$ cat src/rtl/geo_pkg.sv
// Package for the geohash encoder: coordinate item type, range bounds and the
// base32 character table. No dependencies.
package geo_pkg;

	// Width of the hash length register.
	localparam int LEN_W = 4;

	// Initial bisection bounds in units of 1e-7 degree.
	localparam logic signed [30:0] LAT_LO = -31'sd900000000;
	localparam logic signed [30:0] LAT_HI = 31'sd900000000;
	localparam logic signed [31:0] LON_LO = -32'sd1800000000;
	localparam logic signed [31:0] LON_HI = 32'sd1800000000;

	// Hash length after reset.
	localparam logic [LEN_W-1:0] LEN_RESET = 4'd9;

	// One coordinate pair together with its current bisection bounds.
	typedef struct packed {
		logic [30:0] lat;
		logic [31:0] lon;
		logic [30:0] lat_lo;
		logic [30:0] lat_hi;
		logic [31:0] lon_lo;
		logic [31:0] lon_hi;
	} geo_item_t;

	// Geohash base32 alphabet.
	localparam logic [7:0] ALPHABET [32] = '{
		"0", "1", "2", "3", "4", "5", "6", "7",
		"8", "9", "b", "c", "d", "e", "f", "g",
		"h", "j", "k", "m", "n", "p", "q", "r",
		"s", "t", "u", "v", "w", "x", "y", "z"
	};

	// Map a five-bit symbol to its 7-bit ASCII character.
	function automatic logic [6:0] geo_ascii(input logic [4:0] sym);
		logic [7:0] ch;
		ch = ALPHABET[sym];
		return ch[6:0];
	endfunction

endpackage

$ cat src/rtl/geo_step.sv
// One pipeline stage of the geohash encoder: one longitude bisection step and,
// if the code word has room, one latitude step side by side. Depends on geo_pkg.
module geo_step #(
	parameter int CODE_W = 60,
	parameter int P      = 0
) (
	input  logic              clk,
	input  logic              arst_n,
	input  logic              adv,
	input  logic              in_valid,
	input  geo_pkg::geo_item_t in_data,
	input  logic [CODE_W-1:0] in_code,
	output logic              out_valid,
	output geo_pkg::geo_item_t out_data,
	output logic [CODE_W-1:0] out_code
);
	import geo_pkg::*;

	// Bit positions of this stage's bits, longitude then latitude if present; the first bit sits at the top.
	localparam int LON_POS = CODE_W - 1 - 2 * P;
	localparam bit HAS_LAT = (2 * P + 1) < CODE_W;
	localparam int LAT_POS = HAS_LAT ? (CODE_W - 2 - 2 * P) : 0;

	logic [32:0]       lon_sum;
	logic [31:0]       lon_mid;
	logic [31:0]       lat_sum;
	logic [30:0]       lat_mid;
	logic              lon_bit;
	logic              lat_bit;
	geo_item_t         data_nx;
	logic [CODE_W-1:0] code_nx;
	logic              valid_s1;
	geo_item_t         data_s1;
	logic [CODE_W-1:0] code_s1;

	// Floor midpoints: sign-extended sum, arithmetic shift by one.
	always_comb begin
		lon_sum = {in_data.lon_lo[31], in_data.lon_lo} + {in_data.lon_hi[31], in_data.lon_hi};
		lon_mid = lon_sum[32:1];
		lat_sum = {in_data.lat_lo[30], in_data.lat_lo} + {in_data.lat_hi[30], in_data.lat_hi};
		lat_mid = lat_sum[31:1];
		lon_bit = $signed(in_data.lon) >= $signed(lon_mid);
		lat_bit = $signed(in_data.lat) >= $signed(lat_mid);
	end

	// Narrow the ranges toward the side the coordinate lies on.
	always_comb begin
		data_nx = in_data;
		if (lon_bit) begin
			data_nx.lon_lo = lon_mid;
		end else begin
			data_nx.lon_hi = lon_mid;
		end
		if (lat_bit) begin
			data_nx.lat_lo = lat_mid;
		end else begin
			data_nx.lat_hi = lat_mid;
		end
	end

	// Insert the new bits into the code word.
	generate
		if (HAS_LAT) begin : g_both
			always_comb begin
				code_nx          = in_code;
				code_nx[LON_POS] = lon_bit;
				code_nx[LAT_POS] = lat_bit;
			end
		end else begin : g_lon
			always_comb begin
				code_nx          = in_code;
				code_nx[LON_POS] = lon_bit;
			end
		end
	endgenerate

	// Stage register; it holds whenever the pipeline is stalled.
	always_ff @(posedge clk or negedge arst_n) begin
		if (!arst_n) begin
			valid_s1 <= 1'b0;
		end else if (adv) begin
			valid_s1 <= in_valid;
		end
	end

	always_ff @(posedge clk) begin
		if (adv) begin
			data_s1 <= data_nx;
			code_s1 <= code_nx;
		end
	end

	assign out_valid = valid_s1;
	assign out_data  = data_s1;
	assign out_code  = code_s1;

endmodule

$ cat config.mk
export PLATFORM = sky130hd
export DESIGN_NAME = geo_step
export DESIGN_NICKNAME = d
export VERILOG_FILES = /design/src/rtl/geo_pkg.sv /design/src/rtl/geo_step.sv
export SDC_FILE = /design/constraint.sdc
export NUM_CORES = 1
export LEC_CHECK = 0
export ABC_CLOCK_PERIOD_IN_PS = 1000
export BUFFER_PORTS_ARGS = -buffer_cell sky130_fd_sc_hd__buf_4
export CAP_MARGIN = 20
export CELL_PAD_IN_SITES_DETAIL_PLACEMENT = 1
export CELL_PAD_IN_SITES_GLOBAL_PLACEMENT = 2
export CORE_MARGIN = 2
export CORE_UTILIZATION = 32
export DETAILED_ROUTE_END_ITERATION = 6
export PLACE_DENSITY = 0.91
export REMOVE_ABC_BUFFERS = 1
export SYNTH_ARGS = -nofsm -noshare
export SYNTH_HDL_FRONTEND = slang
export SYNTH_SLANG_ARGS = --single-unit
$ cat constraint.sdc
create_clock -name clk -period 1 [get_ports clk]
set_clock_uncertainty 0.05 [all_clocks]
set_input_delay 0.2 -clock clk [delete_from_list [all_inputs] [get_ports clk]]
set_output_delay 0.2 -clock clk [all_outputs]
set_load 0.005 [all_outputs]
# ---- After elaboration in Yosys (flattened, before gate mapping)
# Index checks and enable logic that the tools add are counted.
dict set report op_classes {
  add_sub_neg 2
  order_cmp 2
  n_mux 4
}
# cell count
set ops {}
lappend ops {{$mux 32} 2}
lappend ops {{$mux 31} 2}
lappend ops {{$add 32x32->33} 1}
lappend ops {{$add 31x31->32} 1}
lappend ops {{$ge 32x32->1} 1}
lappend ops {{$ge 31x31->1} 1}
dict set report word_totals {
  register_bits 250
  wordCells 16
}

# ---- Longest topological paths before layout
dict set report logic_depth {
  ltp_word 3
  depth_mapped 22
  mapped_depth_nobuf 20
}

# ---- Worst setup path before layout
# Ideal clock, no wire load.
dict set report synth_path {
  path_kind {input to register}
  startpoint {input in_data[0] (netlist name)}
  endpoint {register data_s1, in the netlist out_data[46] (data pin)}
  setup_time_ns 0.260
  arrival_ns 4.578
  required_time_ns 0.690
  setup_slack_ns -3.888
  stages 19
  n_path_buf 2
  cell_sequence {and2_1 fa_1 a21o_1 a221oi_2 nor4_2 o31a_1 o311ai_2 a21oi_1 a31oi_1 inv_1 ha_1 nand4_1 or4_1 nor3_1 nor3_1 mux2i_1 buf_2 buf_2 mux2_2}
}
# element line_no
set synth_lines {}
lappend synth_lines {{start: declaration} geo_step.sv:11} ;# input geo_pkg::geo_item_t in_data,
lappend synth_lines {{end signal: assignment} geo_step.sv:88} ;# data_s1 <= data_nx;
lappend synth_lines {{end: declaration} geo_step.sv:33} ;# geo_item_t data_s1;

==> impl_metrics.yaml <==
yosys:
  post_synth.cell_area_avg_sq_um: 12.3
  synthSimpleGateAreaFrac_pct: 8.03
  synth_commonest_cells: "edfxtp_1 (249), ha_1 (124), a21oi_1 (87)"
  synth_top_area_share_pct: 53.4
  synth_top_family_by_area: "compound AO/OA/AOI/OAI gates"
  synth.distinct_cells: 67
  ys_seq_area_share_pct: 53.6
  netlist_area_sq_um: 14000
  synth.area.mux_share_pct: 8.26
  yosysMostFrequentCell: "edfxtp_1"
  synth-adder-area-share_pct: 11.4
  synthTopCellsByArea: "edfxtp_1 (53%), ha_1 (11%), mux2_2 (6.7%)"
  synth-compound-area-share_pct: 12.5
  yosys.area.top_type: "edfxtp_1"
  synth-edff-count: 249
  ys_ff_latch: 250
  ys_async_sr_fraction_pct: 0.400
  dominantRegCellSynth: "edfxtp_1"
  syn_inst: 1138
  ys_warn_count: 0
  synth-xor-area-share_pct: 3.25
clock_network:
  insertion_delay_ns: 0.60
  cts_tree: "yes"
  cts_made_buffers: 30
  cts.clk_slew.worst_paths_ns: 0.07
  cts-root-buf: "clkbuf_16"
  htreeDepth: 1
  clock_path_buffers: 3
  numClockSinks: 250
sta:
  tightest_slew_ns: 0.775
  final_hold_viol_count: 0
  max-slew-margin-rel_pct: 47.9
  finalCritPeriodShare_pct: 538
  slew_violations: 0
  postLayoutSetupSlackWorst_ns: -4.38
  period_needed_ns: 5.38
  setup_viol: 378
  rsz0062_at_grt: "true"
  fmax_mhz: 186
critical_path:
  worstSetupEndpointType: "register"
  crit_end: "out_data[51]$_DFFE_PP_"
  cp-startpoint: "in_data[52]"
  crit_type: "input port to register"
  r2r_cells: 1
  crit_arrival_ns: 5.67
  required_ns: 1.29
  r2r_end: "out_valid$_DFFE_PN0P_"
  timing.rr.start: "out_valid$_DFFE_PN0P_"
  startpoint_type: "input port"
  reg2reg_slack_ns: 0.15
  path_max_fanout: 7
cells_and_area:
  nNetsFinal: 2660
  drive_gt1_share_pct: 52.4
  fill_cells: 4320
  fin_area_sq_um: 27400
  syn2layout_area_growth_pct: 95.3
  post-route-util_pct: 63.4
  final_cells: 2891
floorplanning:
  die_area_sq_um: 45500
  die_w_um: 213
  initial_core_util_pct: 32.4
  die_y_um: 213
  pin_count: 503
  core_area_sq_um: 43200
  num_rows: 76
drt:
  routedWlPerCell_um: 32.7
  avgViaCountPerCell: 5.74
  ant_nets: 0
  first_iter_violations: 1286
  firstDrtPassIters: 5
  vias: 16601
  routed_wl_mm: 94.4
  drc: 0
place:
  dp_cells: 2504
  port_buffers: 500
  gp_congestion: 0.902
  dp_hpwl_mm: 44.9
  placed_area_sq_um: 20800
  pre_cts_ws_ns: -4.65
grt:
  grt_max_degree: 49
  grt_overflow: 0
  grt_pass1_vias: 17404
  grtUsageTotal_pct: 33.5
  antenna_found_initial: 8
  grt_pass1_wl_mm: 113
power_and_ir_drop:
  p_leak_uw: 0.0124
  cellPowerDensity_nw_per_um2: 1790
  ir_drop_uv: 1640
min_path:
  hp-class: "input port to register"
outcome:
  violations: "negative setup slack"
  status: "complete, but fails checks"
run:
  cap_viol_max_count: 0
==> layer usage <==
layer	share of wire (%)	vias to the layer above	global-route usage (%)	wire, um
li1	-	6633	-	-
met1	32	8138	34.5	30600
met2	49	1291	62.0	46400
met3	9.3	531	7.57	8770
met4	9.0	8	19.6	8510
met5	0.062	-	0	59
==> critical path, cell delays in order <==
cell	delay [ns]
buf_4	0.12
ha_1	0.51
nand4_1	0.47
nor4_1	0.56
buf_4	0.19
o211a_1	0.28
o21ai_0	0.25
buf_4	0.20
o211ai_1	0.32
inv_1	0.09
ha_1	0.31
nand4_1	0.16
buf_4	0.15
a21oi_1	0.05
nor2_1	0.13
o31ai_1	0.12
nor3_2	0.32
mux2i_4	0.34
buf_12	0.15
buf_12	0.16
clkbuf_16	0.19
mux2_2	0.35
==> state kept, by name, indices dropped and copies added (netlist names) <==
| register | cells |
|---|---|
| out_valid | 1 |
| out_data | 189 |
| out_code | 60 |
==> cells in the final DEF (no fill, tap or decap), types with 6 or more instances in the layout <==
| cell type | synthesis | layout |
|---|---|---|
| mux2_2 | 83 | 19 |
| inv_1 | 76 | 71 |
| a211o_1 | 6 | 6 |
| nor3_1 | 11 | 8 |
| buf_12 | 0 | 15 |
| nand3_1 | 26 | 25 |
| nand2_2 | 0 | 7 |
| xnor2_1 | 29 | 24 |
| and2_1 | 7 | 6 |
| o211ai_1 | 6 | 6 |
| nor2b_1 | 8 | 7 |
| clkbuf_16 | 0 | 38 |
| buf_6 | 0 | 153 |
| nor2_1 | 39 | 32 |
| ha_2 | 0 | 6 |
| clkbuf_1 | 19 | 6 |
| xor2_1 | 23 | 18 |
| a21oi_2 | 0 | 25 |
| edfxtp_1 | 249 | 249 |
| and3_1 | 10 | 10 |
| mux2_4 | 0 | 82 |
| o21ai_0 | 37 | 15 |
| nand2_4 | 0 | 21 |
| buf_4 | 0 | 702 |
| buf_16 | 0 | 11 |
| o21ai_1 | 8 | 10 |
| ha_1 | 124 | 102 |
| clkinv_1 | 0 | 6 |
| o21ai_2 | 1 | 20 |
| o21a_1 | 13 | 13 |
| a21oi_1 | 87 | 59 |
| a21o_1 | 44 | 43 |
| dlygate4sd3_1 | 0 | 247 |
| nand2_1 | 81 | 53 |
| buf_8 | 0 | 8 |
| nand4_1 | 26 | 26 |
| ha_4 | 0 | 16 |
==> area by class of cell <==
type | count | area (sq um) | share of cell area (%)
clock inverters | 15 | 155 | 0.567
well taps | 585 | 732 | 2.68
multi-input cells | 779 | 7490 | 27.4
clock buffers | 37 | 798 | 2.92
diodes | 5 | 12.5 | 0.0457
flip-flops and latches | 250 | 7500 | 27.4
inverters | 77 | 304 | 1.11
repair buffers | 1143 | 10400 | 37.9
==> through the flow <==
| stage | total power [uW] | hold WS [ns] | setup TNS [ns] |
|---|---|---|---|
| floorplan | 19200 | -0.146 | -668.32 |
| global placement | 27000 | -0.0746 | -552.17 |
| detailed placement | 27700 | -0.0722 | -586.53 |
| CTS | 42900 | -0.126 | -500.04 |
| global route | 49800 | 0.000719 | -586.46 |
| finish | 48900 | 0.00674 | -587.61 |
==> how the worst min path moves through the flow <==
stage	startpoint	end	slack [ns]	cells past startpoint
4_1_cts	in_data[55]	out_data[55]$_DFFE_PP_	-0.13	2
5_1_grt	in_data[65]	out_data[65]$_DFFE_PP_	0.0007	4
3_3_place_gp	arst_n	out_valid$_DFFE_PN0P_	-0.07	1
3_5_place_dp	arst_n	out_valid$_DFFE_PN0P_	-0.07	1
6_report	in_data[65]	out_data[65]$_DFFE_PP_	0.007	4
2_1_floorplan	arst_n	out_valid$_DFFE_PN0P_	-0.15	0
==> cells by family (layout without fill, tap and decap cells) <==
family	Yosys count	in the layout
AOI/OAI and AO/OA	266	266
buffers and inverters	109	1272
xor gates and xnor gates	52	52
DFF	250	250
muxes	103	103
adders and majority gates	126	126
and+or+nand+nor	232	232
other	0	5
==> report_power, final <==
part / internal, uW / total, uW / switching (uW)
Sequential: 13600 / 14600 / 969
Clock: 6390 / 11600 / 5170
Combinational: 12000 / 22800 / 10800
Total: 32000 / 48900 / 16900
==> what timing repair did <==
item	4_1_cts	5_1_grt
hold buffers	245	2
resized for setup	218	304
cloned	12	8
pin swaps	55	66
endpoints found under the setup margin	378	378
buffers inserted	40	42
endpoints found under the hold margin	245	2
No activity file was read; power rests on OpenSTA's default activity.
